### config.mk
export PLATFORM = sky130hd
export DESIGN_NAME = mfsk_ctrl
export DESIGN_NICKNAME = d
export VERILOG_FILES = /design/src/mfsk_pkg.sv /design/src/mfsk_ctrl.sv
export SDC_FILE = /design/constraint.sdc
export NUM_CORES = 1
export LEC_CHECK = 0
export ABC_CLOCK_PERIOD_IN_PS = 2300
export CAP_MARGIN = 25
export CORE_UTILIZATION = 30
export CTS_CLUSTER_DIAMETER = 50
export DETAILED_ROUTE_END_ITERATION = 10
export DONT_BUFFER_PORTS = 1
export GPL_TIMING_DRIVEN = 0
export PLACE_DENSITY_LB_ADDON = 0.12
export RECOVER_POWER = 50
export SETUP_SLACK_MARGIN = 0.15
export SYNTH_ARGS = -nofsm -noshare
export SYNTH_HDL_FRONTEND = slang
export SYNTH_SLANG_ARGS = --single-unit
### constraint.sdc
create_clock -name aclk -period 2.3 [get_ports aclk]
set_input_delay 0.46 -clock aclk [delete_from_list [all_inputs] [get_ports aclk]]
set_output_delay 0.46 -clock aclk [all_outputs]
set_load 0.05 [all_outputs]
### src/mfsk_pkg.sv
// ----------------------------------------------------------------------------
// mfsk_pkg
// Shared constants, types and twiddle tables of the MFSK early/late demodulator.
// ----------------------------------------------------------------------------
package mfsk_pkg;

    localparam int N          = 64;
    localparam int HALF_BINS  = N / 2;
    localparam int SAMPLE_W   = 16;
    localparam int CNT_W      = $clog2(N);
    localparam int BIN_W      = $clog2(HALF_BINS);
    localparam int GATE_W     = CNT_W + 1;
    localparam int TW_W       = 16;
    localparam int PROD_W     = SAMPLE_W + TW_W;
    localparam int ACC_W      = SAMPLE_W + CNT_W + 1;
    localparam int MAG_W      = ACC_W - 1;
    localparam int ENERGY_W   = 2 * MAG_W + 2;
    localparam int TOTAL_W    = ENERGY_W + BIN_W;
    localparam int ROOT_W     = ENERGY_W / 2;
    localparam int CAR_W      = 5;
    localparam int BPS_W      = 3;
    localparam int SYM_W      = 4;
    localparam int MAX_BITS   = 4;
    localparam int NOISE_FACTOR = 3;
    localparam int GATE_STEP  = 2;
    localparam int TOL_RECIP  = 20;
    localparam int CAR_RESET  = 8;
    localparam int BPS_RESET  = 2;

    localparam logic REG_CARRIER = 1'b0;
    localparam logic REG_BPS     = 1'b1;

    typedef enum logic [1:0] {
        ST_SYMBOL  = 2'd0,
        ST_NOISE   = 2'd1,
        ST_CARRIER = 2'd2,
        ST_RANGE   = 2'd3
    } status_code_t;

    typedef enum logic [3:0] {
        S_IDLE,
        S_MAC,
        S_DRAIN,
        S_SQUARE,
        S_BIN,
        S_LATE_SAVE,
        S_SQRT_L_GO,
        S_SQRT_L_WAIT,
        S_SQRT_E_GO,
        S_SQRT_E_WAIT,
        S_DECIDE,
        S_COPY,
        S_COPY_DRAIN
    } ctrl_state_t;

    typedef struct packed {
        logic wr_sample;
        logic pass_start;
        logic mac_issue;
        logic square;
        logic bin_done;
        logic late_save;
        logic sqrt_start;
        logic sqrt_sel;
        logic decide;
        logic copy_issue;
    } ctrl_cmd_t;

    typedef struct packed {
        logic last_sample;
        logic out_pending;
        logic n_last;
        logic pipe_busy;
        logic k_last;
        logic pass_early;
        logic sqrt_done;
        logic gate_zero;
        logic copy_last;
    } dp_status_t;

    typedef logic [N-1:0][TW_W-1:0] tw_tab_t;

    function automatic longint quarter_sine(longint x);
        longint x2;
        longint t;
        x2 = (x * x) >>> 15;
        t  = (2369 * x2) >>> 15;
        t  = 21073 - t;
        t  = (x2 * t) >>> 15;
        t  = 51472 - t;
        t  = (x * t) >>> 15;
        if (t > 32767) t = 32767;
        return t;
    endfunction

    // sel_sin picks the sine table, else cosine
    function automatic tw_tab_t build_tw(bit sel_sin);
        tw_tab_t tab;
        longint  turn;
        longint  quad;
        longint  x;
        longint  a;
        longint  b;
        longint  c;
        longint  s;
        for (int p = 0; p < N; p++) begin
            turn = (longint'(p) * 65536) / N;
            quad = (turn >>> 14) & 3;
            x    = (turn & 16383) << 1;
            a    = quarter_sine(x);
            b    = quarter_sine(32768 - x);
            case (quad)
                0: begin s = a;  c = b;  end
                1: begin s = b;  c = -a; end
                2: begin s = -a; c = -b; end
                default: begin s = -b; c = a; end
            endcase
            tab[p] = sel_sin ? TW_W'(s) : TW_W'(c);
        end
        return tab;
    endfunction

    localparam tw_tab_t COS_TAB = build_tw(1'b0);
    localparam tw_tab_t SIN_TAB = build_tw(1'b1);

endpackage

### src/mfsk_ctrl.sv
// ----------------------------------------------------------------------------
// mfsk_ctrl
// Sequencer for sample intake, the two DFT passes, root, decision and tail copy.
// ----------------------------------------------------------------------------
module mfsk_ctrl
    import mfsk_pkg::*;
(
    input  logic       aclk,
    input  logic       aresetn,
    input  logic       s_valid,
    output logic       s_ready,
    input  dp_status_t status,
    output ctrl_cmd_t  cmd
);

    ctrl_state_t state_reg, state_next;
    logic        ready;

    assign ready = (state_reg == S_IDLE) && !(status.last_sample && status.out_pending);

    always_comb begin
        state_next = state_reg;
        case (state_reg)
            S_IDLE: begin
                if (s_valid && ready && status.last_sample) state_next = S_MAC;
            end
            S_MAC: begin
                if (status.n_last) state_next = S_DRAIN;
            end
            S_DRAIN: begin
                if (!status.pipe_busy) state_next = S_SQUARE;
            end
            S_SQUARE: state_next = S_BIN;
            S_BIN: begin
                if (!status.k_last) state_next = S_MAC;
                else if (status.pass_early) state_next = S_SQRT_L_GO;
                else state_next = S_LATE_SAVE;
            end
            S_LATE_SAVE: state_next = S_MAC;
            S_SQRT_L_GO: state_next = S_SQRT_L_WAIT;
            S_SQRT_L_WAIT: begin
                if (status.sqrt_done) state_next = S_SQRT_E_GO;
            end
            S_SQRT_E_GO: state_next = S_SQRT_E_WAIT;
            S_SQRT_E_WAIT: begin
                if (status.sqrt_done) state_next = S_DECIDE;
            end
            S_DECIDE: state_next = S_COPY;
            S_COPY: begin
                if (status.gate_zero) state_next = S_IDLE;
                else if (status.copy_last) state_next = S_COPY_DRAIN;
            end
            S_COPY_DRAIN: state_next = S_IDLE;
            default: state_next = S_IDLE;
        endcase
    end

    always_comb begin
        cmd     = '0;
        s_ready = ready;
        case (state_reg)
            S_IDLE: begin
                cmd.wr_sample  = s_valid && ready;
                cmd.pass_start = s_valid && ready && status.last_sample;
            end
            S_MAC:         cmd.mac_issue = 1'b1;
            S_SQUARE:      cmd.square = 1'b1;
            S_BIN:         cmd.bin_done = 1'b1;
            S_LATE_SAVE:   cmd.late_save = 1'b1;
            S_SQRT_L_GO:   cmd.sqrt_start = 1'b1;
            S_SQRT_E_GO: begin
                cmd.sqrt_start = 1'b1;
                cmd.sqrt_sel   = 1'b1;
            end
            S_DECIDE:      cmd.decide = 1'b1;
            S_COPY:        cmd.copy_issue = !status.gate_zero;
            default:       cmd = '0;
        endcase
    end

    always_ff @(posedge aclk) begin
        if (!aresetn) begin
            state_reg <= S_IDLE;
        end else begin
            state_reg <= state_next;
        end
    end

    a_ready_idle: assert property (@(posedge aclk) disable iff (!aresetn)
        (state_reg != S_IDLE) |-> !s_ready) else $error("sample taken while busy");

endmodule
==> results.py, run 1 <==
metrics = {
    "outcome": {
        "status": "finished, final reports clean",
    },
    "die": {
        "fp-row-count": 14,
        "initial_utilization_pct": 32.7,
        "die_area_um2": 1830,
        "die_w_um": 42.7,
        "ioPinCount": 23,
        "dieHeight_um": 42.7,
        "coreArea_um2": 1520,
    },
    "final_layout": {
        "final_layout_size_suffix_gt1_share_pct": 32.9,
        "fin_nets": 84,
        "fillers": 180,
        "final_area_um2": 596,
        "largest_register_ffs": 4,
        "multi_input_area_um2": 384,
        "regArea_um2": 80.1,
        "insertedDiodeCount": 0,
        "area.growth.synth_to_final_pct": 19.6,
    },
    "timing": {
        "setup_viol": 0,
        "clock.fmax_mhz": 476,
        "finClkSkew_ns": 0.00207,
        "min_period_ns": 2.10,
        "final_hold_viol_count": 0,
        "worst_slew_pin_slew_ns": 0.905,
        "fin_ws_ns": 0.200,
        "finalMaxSlewViolations": 0,
        "rsz0062_at_grt": "yes",
        "final.setup.tns_ns": 0,
        "slew_headroom_pct": 39.4,
        "finalCritPeriodShare_pct": 91.3,
    },
    "worst_hold_path": {
        "worst_hold_path_type": "in2reg",
    },
    "synth": {
        "yosysWarnings": 0,
        "ys_seq_area_share_pct": 16.1,
        "synth-main-ff-cell": "dfxtp_1",
        "synth_commonest_cells": "nand2_1 (11), nor2_1 (7), and3_1 (4), dfxtp_1 (4)",
        "yosysTopAreaCell": "dfxtp_1",
        "synthTopCellsByArea": "dfxtp_1 (16%), clkbuf_8 (8.3%), nand2_1 (8.3%), mux2i_1 (6.0%), nor2_1 (5.3%)",
        "syn_inst": 65,
        "ys_types": 32,
        "synth_top_area_share_pct": 16.1,
        "synth_fp_nets": 77,
        "yosysMostFrequentCell": "nand2_1",
        "synth_area_um2": 498,
        "synth_seq_cells": 4,
        "synth_edf_count": 0,
        "syn-mean-instance-area_um2": 7.66,
        "async_flop_share_pct": 0,
    },
    "global_route": {
        "antenna_found_initial": 0,
        "grt_pass1_vias": 470,
        "grt_overflow": 0,
        "grtUsageTotal_pct": 15.8,
        "grt_max_degree": 11,
        "grt_first_pass_wirelength_mm": 2.21,
    },
    "worst_setup_path": {
        "end_kind": "output pin",
        "crit_fanout": 10,
        "worst-setup-path-type": "reg2out",
        "crit_required_ns": 1.84,
        "critPathLaunchType": "register",
        "cp.arrival_ns": 1.64,
    },
    "routing": {
        "avgRoutedWirePerCell_um": 15.2,
        "ant_nets": 0,
        "vias": 480,
        "drtIter0Drc": 4,
        "vias_per_cell": 5.58,
        "drtPass1Iterations": 2,
        "route.detailed.drc": 0,
        "wirelength_mm": 1.31,
    },
    "clock_network": {
        "cts-htree-levels": 1,
        "cts_root_buffer": "clkbuf_4",
        "cts_tree": "done",
        "numClockSinks": 4,
        "cts_hold_buffers": 0,
        "numCtsBuffers": 3,
        "clock_path_buffers": 2,
        "clk_latency_ns": 0.24,
        "clk_pin_slew_ns": 0.04,
    },
    "power_and_ir_drop": {
        "power_density_nw_per_um2": 1090,
        "p_sw_uw": 330,
        "seqPwrFrac_pct": 16.2,
        "clockPowerShare_pct": 13.5,
        "vdd_drop_max_mv": 0.530,
        "p_int_uw": 319,
        "combPwrFrac_pct": 70.3,
        "p_leak_nw": 0.255,
        "p_sw_share_pct": 50.9,
    },
    "placement": {
        "dp_slack_ns": 0.107,
        "gp_congestion": 0.698,
        "dpl.hpwl_um": 919,
        "numPortBuffers": 0,
        "place_area_um2": 543,
    },
    "flow_run": {
        "cap_violations": 0,
    },
}
-- per-stage QoR --
stage / utilization (%) / power, mW / instances / hold WS, ns
after floorplan: - / 0.468 / 65 / 0.601
after global placement: 34.8 / 0.522 / 81 / 0.637
after detailed placement: 35.6 / 0.524 / 82 / 0.642
after CTS: 38.8 / 0.647 / 85 / 0.550
after global routing: 39.1 / 0.696 / 86 / 0.586
final: 39.1 / 0.649 / 86 / 0.552
-- critical path, stage by stage (launching register included) --
cell and delay (ns):
dfxtp_1 0.31, clkbuf_8 0.17, nor2_4 0.11, nand2_2 0.08
a21oi_4 0.36, and3_4 0.37
-- cell usage in the layout, fill, tap and decap left out, types with 2 or more instances in the layout --
cell and instances:
and3_1 3, o21ai_0 2, and3b_1 2, clkbuf_8 3, a31oi_1 2, nor2_4 2, dfxtp_1 4, clkbuf_4 3
nand2_1 10, nor2_1 4, mux2i_1 3, o211ai_1 2, buf_4 3
-- final cells by class --
cell class,count,share of cell area (%)
flip-flops and latches,4,13.4
plain buffers,6,11.8
well taps,16,3.36
inverters,1,0.630
multi-input cells,54,64.5
clock buffers,3,3.78
repair buffers,2,2.52
-- cell families after synthesis --
kind of cell | after synthesis | synth area share (%)
compound gates | 13 | 18.8
buf+inv | 7 | 14.8
xor+xnor | 1 | 1.76
flops | 4 | 16.1
simple gates | 37 | 42.5
mux | 3 | 6.03
-- power groups by stage --
stage | logic, mW | clock network [mW] | registers (mW)
floorplan | 0.370 | 0 | 0.0978
global placement | 0.418 | 0 | 0.104
detailed placement | 0.420 | 0 | 0.104
CTS | 0.449 | 0.0925 | 0.106
global route | 0.494 | 0.0951 | 0.107
finish | 0.456 | 0.0878 | 0.105
-- layer usage --
layer / track usage, % / wire length, um / vias up
met3: 6.38 / 73 / 0
met4: 1.88 / 0 / 0
li1: - / - / 241
met5: 0 / 0 / -
met2: 23.3 / 644 / 14
met1: 22.2 / 589 / 225
-- repair_timing --
item	CTS	global route
gates resized for setup	7	2
setup endpoints to repair	2	3
buffers inserted	0	1
pin swaps	1	2
-- final timing paths --
path                                   from                        end  slack (ns)  cells past startpoint
hold reg to reg   state_reg[2]$_SDFFE_PN0P_  state_reg[2]$_SDFFE_PN0P_        0.65                      3
setup / recovery  state_reg[2]$_SDFFE_PN0P_                     cmd[8]        0.20                      5
hold / removal                    status[4]  state_reg[0]$_SDFFE_PN0P_        0.55                      3
setup reg to reg  state_reg[0]$_SDFFE_PN0P_  state_reg[2]$_SDFFE_PN0P_        0.57                      4
Note: power is estimated with default switching activity, not from simulation.
==> inputs of run 2 (changes only) <==
--- a/config.mk
+++ b/config.mk
@@ -7,9 +7,10 @@
 export LEC_CHECK = 0
 export ABC_CLOCK_PERIOD_IN_PS = 2300
 export CAP_MARGIN = 25
-export CORE_UTILIZATION = 30
+export CORE_AREA = 2 2 39 41
 export CTS_CLUSTER_DIAMETER = 50
 export DETAILED_ROUTE_END_ITERATION = 10
+export DIE_AREA = 0 0 41 43
 export DONT_BUFFER_PORTS = 1
 export GPL_TIMING_DRIVEN = 0
 export PLACE_DENSITY_LB_ADDON = 0.12
==> run 2 against run 1 <==
  * Global-route usage is 0.31 points higher
  * Clock skew is 0.0026 ns higher
  * Register-to-register slack hardly changed
  * Clock-buffer cell count stayed put
  * Critical endpoint unchanged
  * Core utilization is 5.5 points higher
  * Die area is 3.5% lower
  * Sequential power hardly changed
  * Critical path type unchanged
==> results.py, run 2 (synthesis gave the netlist of run 1 again) <==
metrics = {
    "routing": {
        "met1Wirelength_um": 559,
        "route.met3.wl_um": 95,
        "route.detailed.drc": 0,
        "ant_nets": 0,
        "wirelength_mm": 1.26,
        "vias_per_cell": 5.57,
        "drtIter0Drc": 3,
        "maxUsedRoutingLayer": "met3",
        "route.met2.wl_um": 606,
        "avgRoutedWirePerCell_um": 14.2,
        "drtPass1Iterations": 3,
        "vias": 496,
    },
    "placement": {
        "gp_congestion": 0.683,
        "placed_cells": 82,
        "dpl.hpwl_um": 902,
        "numPortBuffers": 0,
    },
    "worst_setup_path": {
        "cp.arrival_ns": 1.63,
        "rrSetupSlack_ns": 0.57,
        "crit_required_ns": 1.84,
        "crit_path_end": "cmd[8]",
        "startpoint": "state_reg[2]$_SDFFE_PN0P_",
        "reg2reg_to": "state_reg[2]$_SDFFE_PN0P_",
        "reg2reg_from": "state_reg[0]$_SDFFE_PN0P_",
        "critPathLaunchType": "register",
        "crit_fanout": 7,
        "r2r_cells": 4,
        "end_kind": "output pin",
        "worst-setup-path-type": "reg2out",
    },
    "final_layout": {
        "multi_input_area_um2": 384,
        "final_layout_size_suffix_gt1_share_pct": 35.6,
        "layout_common_cells": "nand2_1 (10), buf_4 (5), nor2_1 (4)",
        "insertedDiodeCount": 0,
        "regArea_um2": 81.3,
        "area.growth.synth_to_final_pct": 23.9,
        "fin_cells": 89,
        "mostFrequentLayoutCell": "nand2_1",
        "fillers": 152,
        "largest_register_ffs": 4,
        "fin_nets": 87,
    },
    "global_route": {
        "antenna_found_initial": 0,
        "grtUsageTotal_pct": 16.1,
        "grt_pass1_vias": 439,
        "grt_first_pass_wirelength_mm": 1.93,
        "grt_max_degree": 11,
        "grt_overflow": 0,
    },
    "timing": {
        "holdWs_ns": 0.575,
        "finClkSkew_ns": 0.00466,
        "slew_headroom_pct": 40.1,
        "final.setup.tns_ns": 0,
        "worst_slew_pin_slew_ns": 0.894,
        "finalCritPeriodShare_pct": 91.0,
        "finalMaxSlewViolations": 0,
        "rsz0062_at_grt": "yes",
        "final_hold_viol_count": 0,
        "setup_viol": 0,
        "min_period_ns": 2.09,
        "clock.fmax_mhz": 478,
    },
    "power_and_ir_drop": {
        "p_sw_share_pct": 51.1,
        "power_density_nw_per_um2": 1040,
        "p_int_uw": 314,
        "vdd_drop_max_mv": 0.415,
        "combPwrFrac_pct": 70.0,
        "p_sw_uw": 329,
        "clockPowerShare_pct": 13.5,
        "seqPwrFrac_pct": 16.5,
        "p_leak_nw": 0.269,
    },
    "die": {
        "initial_utilization_pct": 36.0,
        "dieHeight_um": 43,
        "coreArea_um2": 1380,
        "die_area_um2": 1760,
        "die_w_um": 41,
        "ioPinCount": 23,
        "fp-row-count": 14,
    },
    "clock_network": {
        "cts-htree-levels": 1,
        "cts_root_buffer": "clkbuf_4",
        "cts_tree": "done",
        "clk_latency_ns": 0.24,
        "numCtsBuffers": 3,
        "clock_path_buffers": 2,
        "numClockSinks": 4,
        "cts_hold_buffers": 0,
        "clk_pin_slew_ns": 0.04,
    },
    "worst_hold_path": {
        "worst_hold_path_type": "in2reg",
    },
    "outcome": {
        "status": "finished, final reports clean",
    },
    "flow_run": {
        "cap_violations": 0,
    },
}
-- run 2: changes by cell type in the layout (fill, tap and decap cells not counted) --
cell / previous run / this run
clkbuf_1: 0 / 1
dfxtp_1: 4 / 3
buf_8: 0 / 1
buf_4: 3 / 5
clkbuf_8: 3 / 2
dfxtp_2: 0 / 1
-- run 2: routing by layer --
metal  global-route usage, %  up-vias
li1                        -      250
met1                    19.6      232
met2                    24.4       14
met5                       0        -
met3                    8.38        0
met4                    4.00        0
-- run 2: what timing repair did --
item                       CTS  global route
pin swaps                    2             3
setup endpoints to repair    3             1
resized for setup            7             4
setup buffers                0             4
-- run 2: power groups by stage --
stage | Clock (mW) | Combinational [mW] | Sequential [mW]
floorplan | 0 | 0.370 | 0.0978
global placement | 0 | 0.415 | 0.103
detailed placement | 0 | 0.418 | 0.104
CTS | 0.0924 | 0.450 | 0.105
global route | 0.0983 | 0.483 | 0.108
finish | 0.0869 | 0.450 | 0.106
-- run 2: how the worst min path moves through the flow --
stage	startpoint	end	depth (start not counted)
after global routing	status[1]	state_reg[3]$_SDFFE_PN0P_	4
after global placement	state_reg[2]$_SDFFE_PN0P_	state_reg[2]$_SDFFE_PN0P_	3
final	status[4]	state_reg[0]$_SDFFE_PN0P_	3
after CTS	status[4]	state_reg[0]$_SDFFE_PN0P_	3
after floorplan	state_reg[2]$_SDFFE_PN0P_	state_reg[2]$_SDFFE_PN0P_	3
after detailed placement	state_reg[2]$_SDFFE_PN0P_	state_reg[2]$_SDFFE_PN0P_	3
-- run 2: critical path, stage by stage, from the launching register on --
cell	delay, ns
dfxtp_2	0.32
buf_8	0.13
nor2_4	0.13
nand2_2	0.08
a21oi_4	0.35
and3_4	0.37
-- run 2: layout make-up --
class	count	area share [%]
multi-input cells	54	62.3
flip-flops and latches	4	13.2
plain buffers	6	11.6
repair buffers	5	5.48
clock buffers	3	3.65
well taps	16	3.25
inverters	1	0.609
-- run 2: per-stage QoR --
step | total power [mW] | instance area (um2) | utilization, % | worst slack (ns)
finish | 0.643 | 617 | 44.6 | 0.208
global route | 0.689 | 617 | 44.6 | 0.141
CTS | 0.647 | 591 | 42.7 | 0.170
detailed placement | 0.522 | 543 | 39.2 | 0.0921
global placement | 0.518 | 531 | 38.3 | 0.0822
floorplan | 0.468 | 510 | - | 0.200
